## config.mk

```make
export PLATFORM = sky130hd
export DESIGN_NAME = coalescing_write_buffer_core
export DESIGN_NICKNAME = d
export VERILOG_FILES = /design/src/sv/cwb_pkg.sv /design/src/sv/coalescing_write_buffer_core.sv /design/src/sv/cwb_cell.sv
export SDC_FILE = /design/constraint.sdc
export NUM_CORES = 2
export LEC_CHECK = 0
export BUFFER_PORTS_ARGS = -buffer_cell sky130_fd_sc_hd__buf_2
export CAP_MARGIN = 10
export CORE_UTILIZATION = 52
export DETAILED_ROUTE_END_ITERATION = 12
export GPL_TIMING_DRIVEN = 0
export PLACE_DENSITY = 0.64
export SYNTH_ARGS = -nofsm -noshare
export SYNTH_HDL_FRONTEND = slang
export SYNTH_HIERARCHICAL = 1
export SYNTH_SLANG_ARGS = --single-unit
```

## constraint.sdc

```tcl
create_clock -name clk -period 11.17 [get_ports clk]
set_clock_uncertainty 0.1 [all_clocks]
set_input_delay 0.5585 -clock clk [delete_from_list [all_inputs] [get_ports clk]]
set_output_delay 0.5585 -clock clk [all_outputs]
set_load 0.005 [all_outputs]
```

## src/sv/cwb_pkg.sv

```systemverilog
// Shared types and constants for the coalescing write buffer.
// Used by cwb_cell and coalescing_write_buffer_core; no dependencies.
package cwb_pkg;

    localparam int DISK_BLOCKS = 100;
    localparam int MAX_ENTRIES = 16;
    localparam int CNT_W = $clog2(MAX_ENTRIES + 1);
    localparam int IDX_W = (MAX_ENTRIES > 1) ? $clog2(MAX_ENTRIES) : 1;
    localparam int CFG_IDX_W = 2;
    localparam int CFG_DATA_W = 32;

    localparam logic [1:0] REQ_READ  = 2'd0;
    localparam logic [1:0] REQ_WRITE = 2'd1;
    localparam logic [1:0] REQ_ERASE = 2'd2;
    localparam logic [1:0] REQ_FLUSH = 2'd3;

    localparam logic [2:0] ST_HIT    = 3'd0;
    localparam logic [2:0] ST_MISS   = 3'd1;
    localparam logic [2:0] ST_ENTRY  = 3'd2;
    localparam logic [2:0] ST_EMPTY  = 3'd3;
    localparam logic [2:0] ST_REJECT = 3'd4;

    localparam logic [CFG_IDX_W-1:0] CFG_ERASE_VALUE = 2'd0;
    localparam logic [CFG_IDX_W-1:0] CFG_THRESHOLD   = 2'd1;

    typedef struct packed {
        logic [1:0]  req_type;
        logic [7:0]  block;
        logic [7:0]  count;
        logic [31:0] word;
    } in_t;

    typedef struct packed {
        logic [2:0]  status;
        logic [7:0]  first_block;
        logic [7:0]  last_block;
        logic [31:0] value;
        logic        final_res;
    } out_t;

    typedef struct packed {
        logic [7:0]  first;
        logic [7:0]  last;
        logic [31:0] word;
    } entry_t;

    typedef struct packed {
        logic mark;
        logic shift;
        logic load;
    } cell_ctrl_t;

endpackage

```

## src/sv/coalescing_write_buffer_core.sv

```systemverilog
// Coalescing write buffer top level: request sequencer, output register, row of cells.
// Depends on cwb_pkg and cwb_cell.
//
// Usage: requests enter on in_valid/in_stall/in_data, results leave on
// out_valid/out_stall/out_data; a transfer happens when valid is high and
// stall is low. in_stall is low only while no request is in progress.
// A read or a rejected request gives one result, which passes from the request
// register through the output register. A write or erase takes a marking step,
// one compaction step per entry it drops (each drop shifts the cell row down by
// one) and an append step. A flush emits one entry per cycle from the oldest
// cell while the row shifts down, as long as the receiver does not stall;
// final_res marks the last result of a request.
// A stall holds the output register and the flush waits on it.
// Config writes (cfg_we, cfg_index, cfg_data) take effect at once; write them
// only while idle. Reset empties the buffer, clears the command count and
// sets erase value 0 and flush threshold 10.
module coalescing_write_buffer_core
(
    input  logic                              clk,
    input  logic                              rst_n,
    input  logic                              in_valid,
    output logic                              in_stall,
    input  cwb_pkg::in_t                      in_data,
    output logic                              out_valid,
    input  logic                              out_stall,
    output cwb_pkg::out_t                     out_data,
    input  logic                              cfg_we,
    input  logic [cwb_pkg::CFG_IDX_W-1:0]     cfg_index,
    input  logic [cwb_pkg::CFG_DATA_W-1:0]    cfg_data
);

    localparam logic [2:0] S_IDLE    = 3'd0;
    localparam logic [2:0] S_RESP    = 3'd1;
    localparam logic [2:0] S_MARK    = 3'd2;
    localparam logic [2:0] S_COMPACT = 3'd3;
    localparam logic [2:0] S_FLUSH   = 3'd4;

    localparam int N = cwb_pkg::MAX_ENTRIES;
    localparam int CW = cwb_pkg::CNT_W;

    logic [2:0]            state_reg, state_next;
    cwb_pkg::in_t          req_reg, req_next;
    logic [CW-1:0]         count_reg, count_next;
    logic [4:0]            cmd_reg, cmd_next;
    logic [31:0]           erase_value_reg;
    logic [4:0]            thr_reg;
    cwb_pkg::entry_t       new_reg, new_next;
    logic                  out_valid_reg, out_valid_next;
    cwb_pkg::out_t         out_reg, out_next;

    cwb_pkg::cell_ctrl_t   ctrl;
    cwb_pkg::entry_t       cell_ent [N];
    logic [N-1:0]          drop_vec, drop_pre, hit_vec, valid_vec, kill_vec;
    logic [N-1:0]          shift_sel, load_sel;
    cwb_pkg::entry_t       nbr_ent [N];
    logic [N-1:0]          nbr_drop;

    logic                  out_free, any_drop, rejected, hit_any, merged;
    logic [31:0]           hit_word, new_word;
    logic [8:0]            first9, last9, sum9, wide_first, wide_last;
    logic [CW-1:0]         count_inc;
    logic [4:0]            cmd_inc;
    logic [cwb_pkg::IDX_W-1:0] p_idx;
    cwb_pkg::entry_t       newest;

    assign out_free = !out_valid_reg || !out_stall;
    assign in_stall = (state_reg != S_IDLE);
    assign out_valid = out_valid_reg;
    assign out_data = out_reg;

    // request decode
    assign rejected = ({1'b0, req_reg.block} >= 9'(cwb_pkg::DISK_BLOCKS))
                      || (req_reg.req_type == cwb_pkg::REQ_ERASE && req_reg.count == 8'd0);
    assign new_word = (req_reg.req_type == cwb_pkg::REQ_WRITE) ? req_reg.word : erase_value_reg;
    assign first9 = {1'b0, req_reg.block};
    assign sum9 = {1'b0, req_reg.block} + {1'b0, req_reg.count} - 9'd1;
    always_comb
    begin
        if (req_reg.req_type == cwb_pkg::REQ_WRITE)
        begin
            last9 = first9;
        end
        else if (sum9 > 9'(cwb_pkg::DISK_BLOCKS - 1))
        begin
            last9 = 9'(cwb_pkg::DISK_BLOCKS - 1);
        end
        else
        begin
            last9 = sum9;
        end
    end

    // merge with the newest entry
    assign p_idx = cwb_pkg::IDX_W'(count_reg - 1'b1);
    assign newest = cell_ent[p_idx];
    always_comb
    begin
        merged = 1'b0;
        wide_first = first9;
        wide_last = last9;
        if (count_reg != '0 && newest.word == new_word)
        begin
            if ({1'b0, newest.last} + 9'd1 == first9)
            begin
                merged = 1'b1;
                wide_first = {1'b0, newest.first};
            end
            else if (last9 + 9'd1 == {1'b0, newest.first})
            begin
                merged = 1'b1;
                wide_last = {1'b0, newest.last};
            end
        end
    end

    always_comb
    begin
        hit_any = 1'b0;
        hit_word = '0;
        for (int i = 0; i < N; i++)
        begin
            if (hit_vec[i])
            begin
                hit_any = 1'b1;
                hit_word = cell_ent[i].word;
            end
        end
    end

    always_comb
    begin
        for (int i = 0; i < N; i++)
        begin
            valid_vec[i] = (CW'(i) < count_reg);
            kill_vec[i] = merged && (cwb_pkg::IDX_W'(i) == p_idx);
            load_sel[i] = (CW'(i) == count_reg);
            drop_pre[i] = (i == 0) ? drop_vec[0] : (drop_vec[i] || drop_pre[i-1]);
            shift_sel[i] = (state_reg == S_FLUSH) || drop_pre[i];
        end
    end
    assign any_drop = drop_pre[N-1];

    assign ctrl.mark  = (state_reg == S_MARK);
    assign ctrl.shift = (state_reg == S_COMPACT && any_drop)
                        || (state_reg == S_FLUSH && out_free && count_reg != '0);
    assign ctrl.load  = (state_reg == S_COMPACT) && !any_drop && (count_reg < CW'(N));

    assign count_inc = count_reg + 1'b1;
    assign cmd_inc = (cmd_reg == 5'd31) ? cmd_reg : cmd_reg + 5'd1;

    always_comb
    begin
        state_next = state_reg;
        req_next = req_reg;
        count_next = count_reg;
        cmd_next = cmd_reg;
        new_next = new_reg;
        out_next = out_reg;
        out_valid_next = out_valid_reg && out_stall;
        case (state_reg)
            S_IDLE:
            begin
                if (in_valid)
                begin
                    req_next = in_data;
                    if (in_data.req_type == cwb_pkg::REQ_FLUSH)
                    begin
                        state_next = S_FLUSH;
                    end
                    else
                    begin
                        state_next = S_RESP;
                    end
                end
            end
            S_RESP:
            begin
                if (!rejected && req_reg.req_type != cwb_pkg::REQ_READ)
                begin
                    state_next = S_MARK;
                end
                else if (out_free)
                begin
                    out_valid_next = 1'b1;
                    out_next.first_block = req_reg.block;
                    out_next.last_block = req_reg.block;
                    out_next.final_res = 1'b1;
                    out_next.value = '0;
                    if (rejected)
                    begin
                        out_next.status = cwb_pkg::ST_REJECT;
                    end
                    else if (hit_any)
                    begin
                        out_next.status = cwb_pkg::ST_HIT;
                        out_next.value = hit_word;
                    end
                    else
                    begin
                        out_next.status = cwb_pkg::ST_MISS;
                    end
                    state_next = S_IDLE;
                end
            end
            S_MARK:
            begin
                new_next.first = wide_first[7:0];
                new_next.last = wide_last[7:0];
                new_next.word = new_word;
                state_next = S_COMPACT;
            end
            S_COMPACT:
            begin
                if (any_drop)
                begin
                    count_next = count_reg - 1'b1;
                end
                else
                begin
                    if (count_reg < CW'(N))
                    begin
                        count_next = count_inc;
                    end
                    cmd_next = cmd_inc;
                    if (cmd_inc >= thr_reg || count_inc >= CW'(N))
                    begin
                        state_next = S_FLUSH;
                    end
                    else
                    begin
                        state_next = S_IDLE;
                    end
                end
            end
            S_FLUSH:
            begin
                if (out_free)
                begin
                    out_valid_next = 1'b1;
                    if (count_reg == '0)
                    begin
                        out_next.status = cwb_pkg::ST_EMPTY;
                        out_next.first_block = '0;
                        out_next.last_block = '0;
                        out_next.value = '0;
                        out_next.final_res = 1'b1;
                        cmd_next = '0;
                        state_next = S_IDLE;
                    end
                    else
                    begin
                        out_next.status = cwb_pkg::ST_ENTRY;
                        out_next.first_block = cell_ent[0].first;
                        out_next.last_block = cell_ent[0].last;
                        out_next.value = cell_ent[0].word;
                        out_next.final_res = (count_reg == CW'(1));
                        count_next = count_reg - 1'b1;
                        if (count_reg == CW'(1))
                        begin
                            cmd_next = '0;
                            state_next = S_IDLE;
                        end
                    end
                end
            end
            default:
            begin
                state_next = S_IDLE;
            end
        endcase
    end

    always_ff @(posedge clk or negedge rst_n)
    begin
        if (!rst_n)
        begin
            state_reg <= S_IDLE;
            count_reg <= '0;
            cmd_reg <= '0;
            out_valid_reg <= 1'b0;
            erase_value_reg <= '0;
            thr_reg <= 5'd10;
        end
        else
        begin
            state_reg <= state_next;
            count_reg <= count_next;
            cmd_reg <= cmd_next;
            out_valid_reg <= out_valid_next;
            if (cfg_we && cfg_index == cwb_pkg::CFG_ERASE_VALUE)
            begin
                erase_value_reg <= cfg_data;
            end
            if (cfg_we && cfg_index == cwb_pkg::CFG_THRESHOLD)
            begin
                thr_reg <= cfg_data[4:0];
            end
        end
    end

    always_ff @(posedge clk)
    begin
        req_reg <= req_next;
        new_reg <= new_next;
        out_reg <= out_next;
    end

    genvar g;
    generate
        for (g = 0; g < N; g++)
        begin : g_cell
            if (g == N - 1)
            begin : g_top
                assign nbr_ent[g] = '0;
                assign nbr_drop[g] = 1'b0;
            end
            else
            begin : g_mid
                assign nbr_ent[g] = cell_ent[g+1];
                assign nbr_drop[g] = drop_vec[g+1];
            end
            cwb_cell u_cell
            (
                .clk        (clk),
                .rst_n      (rst_n),
                .ctrl       (ctrl),
                .shift_sel  (shift_sel[g]),
                .load_sel   (load_sel[g]),
                .valid      (valid_vec[g]),
                .merge_kill (kill_vec[g]),
                .cmp_first  (wide_first),
                .cmp_last   (wide_last),
                .rd_block   (req_reg.block),
                .new_entry  (new_reg),
                .nbr_entry  (nbr_ent[g]),
                .nbr_drop   (nbr_drop[g]),
                .entry      (cell_ent[g]),
                .drop       (drop_vec[g]),
                .hit        (hit_vec[g])
            );
        end
    endgenerate

    a_count_bound: assert property (@(posedge clk) disable iff (!rst_n)
        count_reg <= CW'(N))
        else $error("entry count above capacity");

    a_flush_step: assert property (@(posedge clk) disable iff (!rst_n)
        (state_reg == S_FLUSH && out_free && count_reg != '0)
        |=> count_reg == $past(count_reg) - 1'b1)
        else $error("flush did not retire one entry");

    a_empty_final: assert property (@(posedge clk) disable iff (!rst_n)
        (out_valid && out_data.status == cwb_pkg::ST_EMPTY) |-> out_data.final_res)
        else $error("empty flush result not marked final");

endmodule

```

## src/sv/cwb_cell.sv

```systemverilog
// One buffer slot: holds an entry and its drop mark, shifts from its upper neighbor.
// Depends on cwb_pkg.
module cwb_cell
(
    input  logic                clk,
    input  logic                rst_n,
    input  cwb_pkg::cell_ctrl_t ctrl,
    input  logic                shift_sel,
    input  logic                load_sel,
    input  logic                valid,
    input  logic                merge_kill,
    input  logic [8:0]          cmp_first,
    input  logic [8:0]          cmp_last,
    input  logic [7:0]          rd_block,
    input  cwb_pkg::entry_t     new_entry,
    input  cwb_pkg::entry_t     nbr_entry,
    input  logic                nbr_drop,
    output cwb_pkg::entry_t     entry,
    output logic                drop,
    output logic                hit
);

    cwb_pkg::entry_t entry_reg;
    logic            drop_reg;
    logic            covered;

    assign covered = (cmp_first <= {1'b0, entry_reg.first})
                     && ({1'b0, entry_reg.last} <= cmp_last);

    always_ff @(posedge clk or negedge rst_n)
    begin
        if (!rst_n)
        begin
            drop_reg <= 1'b0;
        end
        else if (ctrl.shift && shift_sel)
        begin
            drop_reg <= nbr_drop;
        end
        else if (ctrl.mark)
        begin
            drop_reg <= valid && (merge_kill || covered);
        end
    end

    always_ff @(posedge clk)
    begin
        if (ctrl.shift && shift_sel)
        begin
            entry_reg <= nbr_entry;
        end
        else if (ctrl.load && load_sel)
        begin
            entry_reg <= new_entry;
        end
    end

    assign entry = entry_reg;
    assign drop  = drop_reg;
    assign hit   = valid && (entry_reg.first <= rd_block) && (rd_block <= entry_reg.last);

endmodule

```

==> results.sh <==
export IMPL_post_route_drc_count=0
export IMPL_drive_above_1_share_pct=25.03
export IMPL_setup_slack_ns=-0.2160
export IMPL_postRouteAntennaNets=0
export IMPL_grt_usage_pct=46.13
export IMPL_synthArstFlopShare_pct=6.802
export IMPL_rr_endpoint="g_cell[0].u_cell/drop$_DFFE_PN0P_"
export IMPL_totalWireLength_um=313300
export IMPL_endpoint="g_cell[0].u_cell/drop$_DFFE_PN0P_"
export IMPL_syn_area_sq_um=68710
export IMPL_wl_per_cell_um=38.17
export IMPL_yosys_top_cells_area="edfxtp_1, mux2_2, ha_1"
export IMPL_place_area_sq_um=73540
export IMPL_dp_cells=7887
export IMPL_timing_rr_start="count_reg[0]$_DFFE_PN0P_"
export IMPL_max_stage_delay_ns=0.94
export IMPL_cp_slowest_cell="mux2i_4"
export IMPL_numClockSinks=985
export IMPL_hold_depth=4
export IMPL_clockBufferDepth=3
export IMPL_cts_buffers=113
export IMPL_r2r_cells=30
export IMPL_synthCells=5817
export IMPL_yosysSeqAreaShare_pct=42.56
export IMPL_hold_class="in -> reg"
export IMPL_die_area_sq_um=133600
export IMPL_dp_hpwl_um=222800
export IMPL_cap_viol_max_count=0
export IMPL_synthDistinctLibCells=95
export IMPL_antenna_found_initial=30
export IMPL_insertion_delay_ns=0.79
export IMPL_yosys_warnings=6
export IMPL_maxSlewViolCount=0
export IMPL_ys_ff_latch=985
export IMPL_io_buffers=142
export IMPL_rsz0062_at_grt="no"
export IMPL_die_h_um=365.5
export IMPL_dp_worst_setup_slack_ns=-0.2901
export IMPL_areaGrowthSynthToFinish_pct=14.21
export IMPL_largest_register_ffs=768
export IMPL_first_global_vias=52530
export IMPL_overflow=0
export IMPL_vias_per_cell=6.939
export IMPL_max_slew_margin_pct=1.036
export IMPL_multi_input_area_sq_um=36150
export IMPL_htreeDepth=3
export IMPL_p_per_area_nw_per_um2=367.7
export IMPL_crit_start="count_reg[0]$_DFFE_PN0P_"
export IMPL_arrival_ns=11.89
export IMPL_core_area_sq_um=131300
export IMPL_yosys_area_top_type_share_pct=40.12
export IMPL_n_fill_cell=10670
export IMPL_clk_pin_slew_ns=0.07
export IMPL_critPathRequiredTime_ns=11.67
export IMPL_min_period_ns=11.39
export IMPL_netlist_top_cell_by_area="edfxtp_1"
export IMPL_path_class="reg -> reg"
export IMPL_seqCellArea_sq_um=29250
export IMPL_status="complete, but fails checks"
export IMPL_finalCritPeriodShare_pct=101.9
export IMPL_cp_start_kind="flop"
export IMPL_vdd_ir_drop_max_v=0.0002509
export IMPL_worst_slew_pin_slew_ns=1.484
export IMPL_setup_viol=3
export IMPL_crit_top_cell="buf_4"
export IMPL_failed_checks="negative setup slack"
export IMPL_cts_tree="done"
export IMPL_io_pins=143
export IMPL_clock_fmax_mhz=87.83
export IMPL_synth_edff_count=918
export IMPL_instances_no_fill=8208
export IMPL_fin_tns_setup_ns=-0.4728
export IMPL_die_x_um=365.5
export IMPL_start_util_pct=52.34
export IMPL_drt_iter0_drc=9379
export IMPL_grt_max_degree=47
export IMPL_rows=133
export IMPL_root_buffer="clkbuf_16"
export IMPL_leakagePower_nw=31.49
export IMPL_r2r_slack_ns=-0.22
export IMPL_hold_viol=0
export IMPL_grt_pass1_wl_um=420800
export IMPL_cp_end_kind="flop"
export IMPL_path_max_fanout=17
export IMPL_drt_pass1_iterations=10
export IMPL_fin_nets=6972
export IMPL_synth_flop_cell="edfxtp_1"
export IMPL_avgSynthCellArea_sq_um=11.81
export IMPL_post_route_cell_area_sq_um=78480
export IMPL_gp_congestion=1.050
export IMPL_num_vias=56960
report_power, final:
part	switching, mW	internal [mW]
Combinational	11.6	6.14
Clock	1.74	2.30
Sequential	1.29	5.83
through the flow:
step           hold WS, ns  util (%)  total power [mW]
2_1_floorplan       0.1629         -             16.27
3_3_place_gp        0.3837     54.87             23.17
3_5_place_dp        0.3925     56.01             23.59
4_1_cts             0.1265     59.66             27.64
5_1_grt             0.1678     59.75             29.20
6_report            0.1576     59.77             28.85
area by class of cell:
class | count | area share, %
clock buffers | 133 | 3.711
clock inverters | 80 | 1.277
multi-input cells | 3999 | 46.06
repair buffers | 297 | 3.753
inverters | 666 | 3.185
plain buffers | 279 | 1.908
flip-flops and latches | 985 | 37.26
diodes | 14 | 0.04464
well taps | 1755 | 2.798
kinds of logic (layout without fill, tap and decap cells):
kind of cell	after synthesis	in the layout	share of synthesized area [%]
flip-flops	985	985	42.56
buffers and inverters	945	1455	5.810
XOR/XNOR	63	63	0.8249
AND/OR/NAND/NOR	1119	1119	8.578
other	1	127	0.005457
adder cells (fa/ha/maj)	542	542	9.880
AO/OA/AOI/OAI	990	990	10.05
multiplexers	1172	1172	22.29
critical path: cells and delay by family (launching register included):
kind	cells	cell delay, ns
AOI/OAI and AO/OA	4	1.31
adders and majority gates	2	0.53
buffers and inverters	12	4.25
DFF	1	0.45
muxes	2	1.12
and+or+nand+nor	10	3.28
worst min-delay path by stage:
stage	start	to	slack, ns
3_5_place_dp	erase_value_reg[19]$_DFFE_PN0P_	erase_value_reg[19]$_DFFE_PN0P_	0.39
3_3_place_gp	erase_value_reg[4]$_DFFE_PN0P_	erase_value_reg[4]$_DFFE_PN0P_	0.38
2_1_floorplan	rst_n	cmd_reg[0]$_DFFE_PN0P_	0.16
4_1_cts	out_stall	state_reg[2]$_DFFE_PN0P_	0.13
5_1_grt	cfg_index[1]	erase_value_reg[1]$_DFFE_PN0P_	0.17
6_report	out_stall	state_reg[2]$_DFFE_PN0P_	0.16
synthesized netlist by cell type (20+ instances only):
master	instances
o22ai_1	22
or3_1	23
inv_1	665
clkbuf_1	99
and3_1	23
nand2_1	336
nor2b_1	121
nor2_1	179
o21ai_1	45
a21oi_1	267
a221oi_1	20
mux2i_1	128
buf_6	26
a22oi_1	29
xnor2_1	37
a21o_1	66
dfrtp_1	65
nor3_1	51
xor2_1	24
o21a_1	50
mux4_1	22
mux4_2	172
mux2_1	117
nand3_1	80
and4_1	24
buf_1	32
o21ai_0	137
o31ai_2	28
a211oi_2	29
o211ai_1	52
edfxtp_1	918
mux2_2	730
and4b_1	30
nand4_1	91
nand3b_1	21
a211oi_1	57
buf_2	102
ha_1	541
nand2b_1	71
cells in the final DEF (no fill, tap or decap), types with 116 or more instances in the layout:
cell type / instances
edfxtp_1: 918
mux2_2: 730
inv_1: 665
ha_1: 541
nand2_1: 320
a21oi_1: 266
buf_2: 246
nor2_1: 178
mux4_2: 172
o21ai_0: 136
mux2i_1: 122
nor2b_1: 121
mux2_1: 117
clkbuf_1: 116
layer usage:
layer / track usage [%] / part of all wire (%) / up-vias
li1: - / - / 22890
met1: 59.24 / 37 / 28070
met3: 19.47 / 15 / 1190
met5: 0.2905 / 0.076 / -
met4: 27.16 / 7.3 / 24
met2: 64.49 / 40 / 4783
timing repair:
item | in CTS | in global routing
endpoints found under the hold margin | 107 | 0
resized for setup | 0 | 3
setup buffers | 3 | 0
hold buffers | 83 | 0
pin swaps | 1 | 0
endpoints found under the setup margin | 2 | 1
Note: power is estimated with default switching activity, not from simulation.
